### src/hw/rtl/bis_pkg.sv
package bis_pkg;

    localparam int STORE_DEPTH = 65536;
    localparam int ADDR_W      = 16;
    localparam int CFG_W       = 9;
    localparam int VALUE_W     = 24;
    localparam int WEIGHT_FRAC = 16;
    localparam int ROUND_SHIFT = 8;
    localparam int QUEUE_DEPTH = 4;

    localparam logic FUNC_LOAD   = 1'b0;
    localparam logic FUNC_SAMPLE = 1'b1;

    localparam logic CFG_ROW_WIDTH = 1'b0;
    localparam logic CFG_ROW_COUNT = 1'b1;

    localparam logic [CFG_W-1:0] ROW_WIDTH_RESET = 9'd256;
    localparam logic [CFG_W-1:0] ROW_COUNT_RESET = 9'd256;

    typedef struct packed {
        logic               func;
        logic [15:0]        pixel_index;
        logic signed [15:0] pixel_value;
        logic [15:0]        x_coord;
        logic [15:0]        y_coord;
        logic               batch_end;
    } cmd_item_t;

    typedef struct packed {
        logic signed [VALUE_W-1:0] interp_value;
        logic                      out_of_range;
        logic                      batch_last;
    } res_item_t;

    // classified item; fractions are zero-extended to 16 bits
    typedef struct packed {
        logic               func;
        logic [ADDR_W-1:0]  addr00;
        logic [ADDR_W-1:0]  addr10;
        logic [ADDR_W-1:0]  addr01;
        logic [ADDR_W-1:0]  addr11;
        logic signed [15:0] pixel_value;
        logic [15:0]        frac_x;
        logic [15:0]        frac_y;
        logic               out_of_range;
        logic               batch_last;
    } q_item_t;

endpackage

### src/hw/rtl/bis_queue.sv
module bis_queue
    import bis_pkg::*;
#(
    parameter int DEPTH = 4
) (
    input  logic    clk,
    input  logic    rst_n,
    input  logic    push,
    input  q_item_t push_item,
    output logic    full,
    input  logic    pop,
    output q_item_t head,
    output logic    empty
);

    localparam int PW = $clog2(DEPTH);
    localparam int CW = $clog2(DEPTH + 1);

    q_item_t         entries_reg [DEPTH];
    logic [PW-1:0]   wr_ptr_reg;
    logic [PW-1:0]   rd_ptr_reg;
    logic [CW-1:0]   count_reg;
    logic [PW-1:0]   wr_ptr_next;
    logic [PW-1:0]   rd_ptr_next;
    logic [CW-1:0]   count_next;

    assign full  = (count_reg == CW'(DEPTH));
    assign empty = (count_reg == '0);
    assign head  = entries_reg[rd_ptr_reg];

    always_comb
    begin
        wr_ptr_next = wr_ptr_reg;
        rd_ptr_next = rd_ptr_reg;
        count_next  = count_reg;
        if (push)
        begin
            wr_ptr_next = (wr_ptr_reg == PW'(DEPTH - 1)) ? '0 : wr_ptr_reg + PW'(1);
        end
        if (pop)
        begin
            rd_ptr_next = (rd_ptr_reg == PW'(DEPTH - 1)) ? '0 : rd_ptr_reg + PW'(1);
        end
        if (push && !pop)
            count_next = count_reg + CW'(1);
        else if (pop && !push)
            count_next = count_reg - CW'(1);
    end

    always_ff @(posedge clk or negedge rst_n)
    begin
        if (!rst_n)
        begin
            wr_ptr_reg <= '0;
            rd_ptr_reg <= '0;
            count_reg  <= '0;
        end
        else
        begin
            wr_ptr_reg <= wr_ptr_next;
            rd_ptr_reg <= rd_ptr_next;
            count_reg  <= count_next;
        end
    end

    always_ff @(posedge clk)
    begin
        if (push)
        begin
            entries_reg[wr_ptr_reg] <= push_item;
        end
    end

    a_no_overflow: assert property (@(posedge clk) disable iff (!rst_n)
        !(push && full))
        else $error("queue written while full");

    a_no_underflow: assert property (@(posedge clk) disable iff (!rst_n)
        !(pop && empty))
        else $error("queue read while empty");

    a_count_up: assert property (@(posedge clk) disable iff (!rst_n)
        (push && !pop) |=> (count_reg == $past(count_reg) + CW'(1)))
        else $error("queue fill count lost a push");

endmodule

### config.mk
export PLATFORM = sky130hd
export DESIGN_NAME = bis_queue
export DESIGN_NICKNAME = d
export VERILOG_FILES = /design/src/hw/rtl/bis_pkg.sv /design/src/hw/rtl/bis_queue.sv
export SDC_FILE = /design/constraint.sdc
export NUM_CORES = 1
export LEC_CHECK = 0
export ABC_AREA = 1
export BUFFER_PORTS_ARGS = -buffer_cell sky130_fd_sc_hd__buf_2
export CELL_PAD_IN_SITES_DETAIL_PLACEMENT = 1
export CELL_PAD_IN_SITES_GLOBAL_PLACEMENT = 1
export CORE_MARGIN = 2
export CORE_UTILIZATION = 44
export CTS_BUF_LIST = sky130_fd_sc_hd__clkbuf_16
export DETAILED_ROUTE_END_ITERATION = 10
export PLACE_DENSITY = 0.73
export RECOVER_POWER = 50
export SLEW_MARGIN = 10
export SYNTH_ARGS = -nofsm -noshare
export SYNTH_HDL_FRONTEND = slang
export SYNTH_SLANG_ARGS = --single-unit
### constraint.sdc
create_clock -name clk -period 3.4 [get_ports clk]
set_clock_uncertainty 0.05 [all_clocks]
set_input_delay 1.02 -clock clk [delete_from_list [all_inputs] [get_ports clk]]
set_output_delay 1.02 -clock clk [all_outputs]
set_load 0.01 [all_outputs]
==> metrics.csv <==
metric,value,unit
worst r2r src,wr_ptr_reg[0],
number of CTS-inserted buffers,49,
DP Worst Slack,514,ps
wire length on met1,18100,um
total chip power,19400,uW
vias in the first global route,12600,
synthesized cell area,19800,um2
DRT Pass-1 Iters,4,
combinational family with the most area after synthesis,compound AO/OA/AOI/OAI gates,
max-cap violation count,1,
htree depth,2,
syn_nets,1520,
Yosys warnings,0,
CP Cell Sequence,inv_16 > buf_16 > buf_12 > nand2_1 > o211ai_2 > nand2_1 > buf_2,
run status,finished with violations,
Layout area overhead,16.0,%
Crit path largest cell delay,530,ps
Slew HR,-13.8,%
final period utilization,95.5,%
number of routed nets with antenna violations,0,
mux share of post-synthesis cell area,0,%
CTS max path bufs,3,
DRT Wirelength,44600,um
IO Port Bufs,235,
Pins Over Slew Limit,55,
Initial Util,44.7,%
final setup fails,0,
nets,1768,
clk slew on worst S/H paths,60,ps
Overflow after GRT,0,
GRT Util Overall,19.3,%
die height,216,um
Tightest Pin Transition,1710,ps
Worst Path Required,2330,ps
TritonCTS clock tree,built,
die width,216,um
Synth Area in Simple Gates,6.97,%
First DRT Iteration DRCs,630,
share of cells above drive strength 1,26.2,%
DRC viols,0,
HPWL after DPL,27300,um
largest net degree at the start of global routing,73,
Yosys cell types,21,
#FFs+latches synth,467,
first-pass GRT wire length,69800,um
failing checks,"max-capacitance violations, max-slew violations",
final worst setup slack,155,ps
slowest stage cell on the critical path,dfrtp_2,
CTS Hold Bufs,0,
Largest register FFs,460,
GPL Wtd Cong,0.730,
most frequent cell on the critical path,nand2_1,
RSZ-0062 raised after global routing,no,
core box area,44300,um2
final hold vios,0,
Post-CTS Setup Bufs,0,
Crit. Startpoint,rd_ptr_reg[0],
"commonest non-fill, non-tap cell in the layout",edfxtp_1,
most frequent cells in the layout,"edfxtp_1 (460), nand2_1 (361), inv_1 (244), o211ai_2 (210), buf_2 (118)",
crit start category,flop,
maximum VDD drop,0.739,mV
top sig layer,met5,
setup tns final,0,ps
Sink Count,467,
WL per Instance,19.7,um
Synth Instances,1394,
fmax,308,MHz
Syn Area/Cell,14.2,um2
die area,46700,um2
CP Class,reg -> out,
row cnt,77,
io pins,236,
initial antenna violation count,4,
Leak,0.00918,uW
"Arr. time, crit path",2180,ps
CP Max Fanout,29,
worst min path class,in -> async,
"Seq/Total Area, Yosys",70.7,%
via count,11400,
later-pin clock latency in the skew report,570,ps
P per Cell Area,847,nW/um2
met2 WL,23400,um
detailed route wirelength on metal3,2250,um
Post-Synth XOR/XNOR Area,0.0443,%
Final Critical Period,3250,ps
Synth Area in Compound Gates,14.1,%
Via-to-Cell Ratio,5.05,
Critical Path Sink Type,output pin,
Synth Area in Adders,0.480,%
clock root cell,clkbuf_16,
## cells in the mapped netlist, drive strengths merged
library cell / instances / area share (%)
nand4: 1 / 0.032
nor3: 2 / 0.051
nand3: 1 / 0.025
clkbuf: 15 / 0.34
fa: 1 / 0.10
o211ai: 230 / 14
inv: 243 / 4.6
ha: 6 / 0.38
nor2: 1 / 0.019
dfrtp: 7 / 0.89
nand2: 361 / 6.8
edfxtp: 460 / 70
o21ai: 4 / 0.10
buf: 61 / 2.7
xnor2: 1 / 0.044
## power by group
| group | internal (uW) | switching, uW |
|---|---|---|
| Combinational | 2360 | 4410 |
| Clock | 2840 | 2120 |
| Sequential | 7400 | 316 |
| Total | 12600 | 6850 |
## path summary, 6_finish.rpt
| kind | to | slack, ps | depth (start not counted) |
|---|---|---|---|
| setup / recovery | head[7] | 150 | 7 |
| hold / removal | count_reg[2] | 310 | 1 |
| setup reg to reg | entries_reg[3][23] | 350 | 4 |
| hold reg to reg | count_reg[2] | 470 | 2 |
| max in group asynchronous | rd_ptr_reg[1] | 2640 | 1 |
| min in group clk | count_reg[2] | 470 | 2 |
## final cells by class
class                      count  area [um2]
antenna                        1        2.50
clock buffer                  51        1280
clock inverter                31         193
fill                        4515       21400
inverter                     243         946
multi-input combinational    608        4280
sequential                   467       14000
tap                          592         741
timing repair buffer         272        1520
timing repair inverter         1        8.76
## critical path, delay by kind of cell, from the launching register on
kind	cells	cell delay [ps]
AO/OA/AOI/OAI	1	80
buffers and inverters	4	750
AND/OR/NAND/NOR	2	220
flip-flops	1	530
## timing repair
action	in CTS	in global routing
gates resized for setup	3	3
gates cloned	1	1
endpoints found under the setup margin	9	4
## through the flow
| stage | std cells | hold slack [ps] | utilization, % | cell area [um2] |
|---|---|---|---|---|
| 3_3_place_gp | 2181 | 431 | 48.7 | 21600 |
| 6_report | 2266 | 311 | 51.8 | 23000 |
| 5_1_grt | 2266 | 290 | 51.8 | 23000 |
| 4_1_cts | 2264 | 185 | 52.2 | 23100 |
| 3_5_place_dp | 2181 | 450 | 48.7 | 21600 |
| 2_1_floorplan | 1394 | 413 | - | 19800 |
## layer usage
| layer | vias to the layer above | GRT usage, % |
|---|---|---|
| li1 | 5359 | - |
| met1 | 5774 | 23.4 |
| met2 | 237 | 34.7 |
| met3 | 68 | 4.24 |
| met4 | 6 | 5.18 |
| met5 | - | 0 |
## cells by family after synthesis
kind of cell    Yosys count
simple gates            366
flops                   467
buf+inv                 319
fa+ha+maj                 7
compound gates          234
xor+xnor                  1
(Power assumes the default switching activity.)
