--- config.mk ---
export PLATFORM = sky130hd
export DESIGN_NAME = bis_front
export DESIGN_NICKNAME = d
export VERILOG_FILES = /design/src/hw/rtl/bis_pkg.sv /design/src/hw/rtl/bis_front.sv
export SDC_FILE = /design/constraint.sdc
export NUM_CORES = 1
export LEC_CHECK = 0
export ABC_AREA = 1
export BUFFER_PORTS_ARGS = -buffer_cell sky130_fd_sc_hd__clkbuf_2
export CAP_MARGIN = 0
export CORE_MARGIN = 2
export CORE_UTILIZATION = 31
export DETAILED_ROUTE_END_ITERATION = 6
export HOLD_SLACK_MARGIN = 0.03
export PLACE_DENSITY = 0.49
export RECOVER_POWER = 50
export SYNTH_ARGS = -nofsm -noshare
export SYNTH_HDL_FRONTEND = slang
export SYNTH_SLANG_ARGS = --single-unit
--- constraint.sdc ---
create_clock -name clk -period 7.05 [get_ports clk]
set_clock_uncertainty 0.2 [all_clocks]
set_input_delay 1.41 -clock clk [delete_from_list [all_inputs] [get_ports clk]]
set_output_delay 1.41 -clock clk [all_outputs]
set_load 0.01 [all_outputs]
--- src/hw/rtl/bis_pkg.sv ---
package bis_pkg;

    localparam int STORE_DEPTH = 65536;
    localparam int ADDR_W      = 16;
    localparam int CFG_W       = 9;
    localparam int VALUE_W     = 24;
    localparam int WEIGHT_FRAC = 16;
    localparam int ROUND_SHIFT = 8;
    localparam int QUEUE_DEPTH = 4;

    localparam logic FUNC_LOAD   = 1'b0;
    localparam logic FUNC_SAMPLE = 1'b1;

    localparam logic CFG_ROW_WIDTH = 1'b0;
    localparam logic CFG_ROW_COUNT = 1'b1;

    localparam logic [CFG_W-1:0] ROW_WIDTH_RESET = 9'd256;
    localparam logic [CFG_W-1:0] ROW_COUNT_RESET = 9'd256;

    typedef struct packed {
        logic               func;
        logic [15:0]        pixel_index;
        logic signed [15:0] pixel_value;
        logic [15:0]        x_coord;
        logic [15:0]        y_coord;
        logic               batch_end;
    } cmd_item_t;

    typedef struct packed {
        logic signed [VALUE_W-1:0] interp_value;
        logic                      out_of_range;
        logic                      batch_last;
    } res_item_t;

    // classified item; fractions are zero-extended to 16 bits
    typedef struct packed {
        logic               func;
        logic [ADDR_W-1:0]  addr00;
        logic [ADDR_W-1:0]  addr10;
        logic [ADDR_W-1:0]  addr01;
        logic [ADDR_W-1:0]  addr11;
        logic signed [15:0] pixel_value;
        logic [15:0]        frac_x;
        logic [15:0]        frac_y;
        logic               out_of_range;
        logic               batch_last;
    } q_item_t;

endpackage

--- src/hw/rtl/bis_front.sv ---
module bis_front
    import bis_pkg::*;
#(
    parameter int MAX_WIDTH  = 256,
    parameter int MAX_HEIGHT = 256,
    parameter int FRAC_BITS  = 8
) (
    input  logic             clk,
    input  logic             rst_n,
    input  logic             cmd_valid,
    output logic             cmd_ready,
    input  cmd_item_t        cmd,
    input  logic             cfg_we,
    input  logic             cfg_index,
    input  logic [CFG_W-1:0] cfg_data,
    output logic             push,
    output q_item_t          push_item,
    input  logic             q_full
);

    logic [CFG_W-1:0] row_width_reg;
    logic [CFG_W-1:0] row_count_reg;

    logic [CFG_W-1:0] wdt;
    logic [CFG_W-1:0] hgt;
    logic [15:0]      x0;
    logic [15:0]      y0;
    logic [24:0]      prod_full;
    logic             edge_hit;
    logic             accept;

    logic               s1_valid_reg;
    logic               s1_valid_next;
    logic               s1_func_reg;
    logic [15:0]        s1_index_reg;
    logic signed [15:0] s1_value_reg;
    logic [15:0]        s1_x0_reg;
    logic [15:0]        s1_fx_reg;
    logic [15:0]        s1_fy_reg;
    logic               s1_last_reg;
    logic               s1_oor_reg;
    logic [ADDR_W-1:0]  s1_prod_reg;
    logic [ADDR_W-1:0]  s1_wdt_reg;
    logic [ADDR_W-1:0]  s1_wdt1_reg;

    logic [ADDR_W-1:0] base;

    always_ff @(posedge clk or negedge rst_n)
    begin
        if (!rst_n)
        begin
            row_width_reg <= ROW_WIDTH_RESET;
            row_count_reg <= ROW_COUNT_RESET;
        end
        else if (cfg_we)
        begin
            unique case (cfg_index)
                CFG_ROW_WIDTH: row_width_reg <= cfg_data;
                CFG_ROW_COUNT: row_count_reg <= cfg_data;
                default:       row_width_reg <= row_width_reg;
            endcase
        end
    end

    // registers are saturated into the legal range at use
    always_comb
    begin
        if (row_width_reg < 9'd2)
            wdt = 9'd2;
        else if (int'(row_width_reg) > MAX_WIDTH)
            wdt = CFG_W'(MAX_WIDTH);
        else
            wdt = row_width_reg;

        if (row_count_reg < 9'd2)
            hgt = 9'd2;
        else if (int'(row_count_reg) > MAX_HEIGHT)
            hgt = CFG_W'(MAX_HEIGHT);
        else
            hgt = row_count_reg;
    end

    assign x0        = cmd.x_coord >> FRAC_BITS;
    assign y0        = cmd.y_coord >> FRAC_BITS;
    assign prod_full = 25'(y0) * 25'(wdt);
    assign edge_hit  = (17'(x0) + 17'd1 >= 17'(wdt)) || (17'(y0) + 17'd1 >= 17'(hgt));

    assign push      = s1_valid_reg && !q_full;
    assign cmd_ready = !s1_valid_reg || !q_full;
    assign accept    = cmd_valid && cmd_ready;

    always_comb
    begin
        if (accept)
            s1_valid_next = 1'b1;
        else if (push)
            s1_valid_next = 1'b0;
        else
            s1_valid_next = s1_valid_reg;
    end

    always_ff @(posedge clk or negedge rst_n)
    begin
        if (!rst_n)
        begin
            s1_valid_reg <= 1'b0;
        end
        else
        begin
            s1_valid_reg <= s1_valid_next;
        end
    end

    always_ff @(posedge clk)
    begin
        if (accept)
        begin
            s1_func_reg  <= cmd.func;
            s1_index_reg <= cmd.pixel_index;
            s1_value_reg <= cmd.pixel_value;
            s1_x0_reg    <= x0;
            s1_fx_reg    <= 16'(cmd.x_coord[FRAC_BITS-1:0]);
            s1_fy_reg    <= 16'(cmd.y_coord[FRAC_BITS-1:0]);
            s1_last_reg  <= cmd.batch_end;
            s1_oor_reg   <= edge_hit;
            s1_prod_reg  <= prod_full[ADDR_W-1:0];
            s1_wdt_reg   <= ADDR_W'(wdt);
            s1_wdt1_reg  <= ADDR_W'(wdt) + 16'd1;
        end
    end

    // store addresses wrap modulo the store depth
    assign base = s1_prod_reg + s1_x0_reg;

    always_comb
    begin
        push_item.func         = s1_func_reg;
        push_item.addr00       = (s1_func_reg == FUNC_LOAD) ? s1_index_reg : base;
        push_item.addr10       = base + 16'd1;
        push_item.addr01       = base + s1_wdt_reg;
        push_item.addr11       = base + s1_wdt1_reg;
        push_item.pixel_value  = s1_value_reg;
        push_item.frac_x       = s1_fx_reg;
        push_item.frac_y       = s1_fy_reg;
        push_item.out_of_range = s1_oor_reg;
        push_item.batch_last   = s1_last_reg;
    end

endmodule

==> impl_metrics.json <==
{
  "synth-seq-cells": 113,
  "fmax_ghz": 0.168,
  "swShare_pct": 46.3,
  "gr-max-usage-layer": "met2",
  "cts_hold_buf": 0,
  "async_flop_share_pct": 16.8,
  "grt_pass1_wl_um": 38900,
  "start_util_pct": 31.4,
  "post_cts_resized": 0,
  "core_mm2": 0.0295,
  "ys_warn_count": 0,
  "cts_tree": "yes",
  "intPower_w": 0.00200,
  "synth_edf_count": 94,
  "synthToLayoutAreaGrowth_pct": 19.5,
  "drt-wirelength-per-cell_um": 15.4,
  "ys_seq_area_share_pct": 35.7,
  "p_comb_share_pct": 53.8,
  "min_path_type": "flop to flop",
  "clk_path_buf_depth": 2,
  "path_max_fanout": 14,
  "grt_usage_pct": 16.3,
  "cts_root_buf": "clkbuf_16",
  "cp.required_ps": 7010,
  "port-buffer-count": 181,
  "setup_ws_ps": 1080,
  "grt_setup_unrepaired": "no",
  "startpoint_type": "flop",
  "routed_wl_um": 25400,
  "dp_slack_ps": 1230,
  "avgSynthCellArea_um2": 8.80,
  "clockPowerShare_pct": 22.5,
  "p_switching_w": 0.00173,
  "met1_usage_pct": 21.9,
  "end_kind": "flop",
  "tightest_slew_ps": 1990,
  "initialDrtViolationCount": 358,
  "finalCriticalPeriod_ps": 5970,
  "fillers": 3131,
  "syn-cell-area_mm2": 0.00925,
  "grt_pass1_vias": 7145,
  "ios": 198,
  "path_class": "flop to flop",
  "power_density_mw_per_mm2": 338,
  "max-slew-margin-rel_pct": -32.5,
  "drv_cap": 1,
  "globalplace.congestion": 0.840,
  "first_pass_iters": 5,
  "p_seq_share_pct": 23.7,
  "ys.flop_type": "edfxtp_1",
  "status": "finished with violations",
  "dieWidth_um": 177,
  "violations": "max-capacitance violations, max-slew violations",
  "grt_max_degree": 59,
  "hold_viol_final": 0,
  "drc": 0,
  "drive_gt1_share_pct": 19.5,
  "postRouteAntennaNets": 0,
  "via_per_inst": 4.49,
  "leakage_nw": 5.49,
  "post_cts_buffers": 0,
  "setup_viol_count_final": 0,
  "r2r_setup_slack_ps": 1080,
  "final-seq-area_mm2": 0.00330,
  "rows": 63,
  "crit_arrival_ps": 5930,
  "period_share_pct": 84.6,
  "syn_inst": 1052,
  "num_antenna_cells": 0,
  "irDropWorstVdd_mv": 0.145,
  "htreeDepth": 4,
  "clk_latency_ps": 420,
  "cts_sinks": 113,
  "die-area_mm2": 0.0312,
  "fin_nets": 1455,
  "multi_input_area_mm2": 0.00511,
  "setup_tns_ps": 0,
  "overflow": 0,
  "hpwl_um": 21000,
  "vias": 7398,
  "report.final.slew_viol_count": 38,
  "antenna_found_initial": 0,
  "grtUsageMet2_pct": 27.1,
  "path_clk_slew_ps": 70,
  "cts_buffers": 17,
  "ys_types": 48,
  "final_util_pct": 37.5,
  "grt_use_met3_pct": 2.73,
  "die_h_um": 177
}
## layout by cell type (no fill, tap or decap), types with 4 or more instances in the layout
cell type	synthesis	layout
inv_6	0	5
xnor2_1	12	12
fa_1	44	44
nand3b_1	4	4
conb_1	1	17
nor2_1	89	91
nand2_2	12	12
clkbuf_2	0	156
nand2_1	223	226
ha_1	84	84
inv_2	10	9
nand4_1	10	10
nor2_4	6	6
clkbuf_1	6	27
inv_8	0	5
nor3_1	7	8
o21ai_0	40	40
a31oi_1	6	6
xor2_1	53	53
edfxtp_1	94	94
nand3_2	8	7
nand3_1	55	56
a21oi_1	28	27
clkbuf_16	0	17
dfrtp_1	17	17
inv_1	175	176
inv_4	1	4
## worst max-delay path: stages (launching register included)
cell and delay (ps):
dfstp_1 850, nand2_1 230, nand2_1 400, clkinvlp_2 360
nand2_1 150, fa_1 450, fa_1 540, inv_1 50
fa_1 520, inv_1 50, fa_1 530, inv_1 40
ha_1 360, a21oi_1 200, a21boi_0 300, o21ai_0 180
a31oi_1 190, xor2_1 90
## per-layer routing
layer	routed length [um]	part of all wire [%]
met4	251	0.99
met2	11700	46
met1	12100	48
met3	1380	5.4
met5	0	0
## synth_stat cells (3+ instances only)
| cell type | instances | area [um2] |
|---|---|---|
| nand2_1 | 223 | 837 |
| nor2_4 | 6 | 67.6 |
| xnor2_1 | 12 | 105 |
| fa_1 | 44 | 881 |
| nor2_2 | 5 | 31.3 |
| nand3b_1 | 4 | 30.0 |
| nand3_2 | 8 | 80.1 |
| nor3_1 | 7 | 35.0 |
| nand4_1 | 10 | 62.6 |
| nor2_1 | 89 | 334 |
| xor2_1 | 53 | 464 |
| clkbuf_1 | 6 | 22.5 |
| nor3_2 | 3 | 30.0 |
| o21bai_1 | 3 | 22.5 |
| nand2_2 | 12 | 75.1 |
| inv_1 | 175 | 657 |
| nor4_1 | 3 | 18.8 |
| a31oi_1 | 6 | 37.5 |
| nand2_4 | 6 | 67.6 |
| nand3_1 | 55 | 275 |
| inv_2 | 10 | 37.5 |
| o21ai_0 | 40 | 200 |
| a21oi_2 | 3 | 26.3 |
| ha_1 | 84 | 1050 |
| edfxtp_1 | 94 | 2820 |
| dfrtp_1 | 17 | 425 |
| buf_4 | 19 | 143 |
| a21oi_1 | 28 | 140 |
## area by class of cell
cell class | count | area share [%]
Timing Repair Buffer | 184 | 8.04
Clock inverter | 15 | 1.23
Tap cell | 390 | 4.41
Multi-Input combinational cell | 741 | 46.2
Sequential cell | 113 | 29.8
Inverter | 189 | 6.45
Clock buffer | 17 | 3.85
## final timing paths
check                                                  start                            to  cells past startpoint
worst max-delay path            row_width_reg[8]$_DFFE_PN1P_     s1_prod_reg[12]$_DFFE_PP_                     17
worst min-delay path            row_width_reg[0]$_DFFE_PN0P_  row_width_reg[0]$_DFFE_PN0P_                      2
worst max register to register  row_width_reg[8]$_DFFE_PN1P_     s1_prod_reg[12]$_DFFE_PP_                     17
worst min register to register  row_width_reg[0]$_DFFE_PN0P_  row_width_reg[0]$_DFFE_PN0P_                      2
max in group asynchronous                              rst_n  row_width_reg[4]$_DFFE_PN0P_                      1
min in group asynchronous                              rst_n  row_count_reg[3]$_DFFE_PN0P_                      1
## cells by family after synthesis
group	synth area share [%]
DFF	35.7
and+or+nand+nor	22.2
buffers and inverters	9.49
AOI/OAI and AO/OA	5.57
xor gates and xnor gates	6.15
other	0.0405
adders and majority gates	20.9
## through the flow
| step | power [W] | hold slack (ps) | cell area (um2) | cells |
|---|---|---|---|---|
| 6_report | 0.00373 | 294 | 11100 | 1649 |
| 5_1_grt | 0.00405 | 340 | 11100 | 1649 |
| 4_1_cts | 0.00380 | 298 | 11100 | 1649 |
| 3_5_place_dp | 0.00294 | 280 | 10600 | 1617 |
| 3_3_place_gp | 0.00293 | 270 | 10600 | 1617 |
| 2_1_floorplan | 0.00225 | 253 | 9310 | 1068 |
## power by group through the flow
| stage | logic [W] | clock network [W] | registers, W |
|---|---|---|---|
| floorplan | 0.00136 | 0 | 0.000892 |
| finish | 0.00201 | 0.000841 | 0.000886 |
| CTS | 0.00205 | 0.000868 | 0.000887 |
| detailed placement | 0.00204 | 0 | 0.000901 |
| global route | 0.00226 | 0.000895 | 0.000896 |
| global placement | 0.00203 | 0 | 0.000900 |
(Power assumes the default switching activity.)
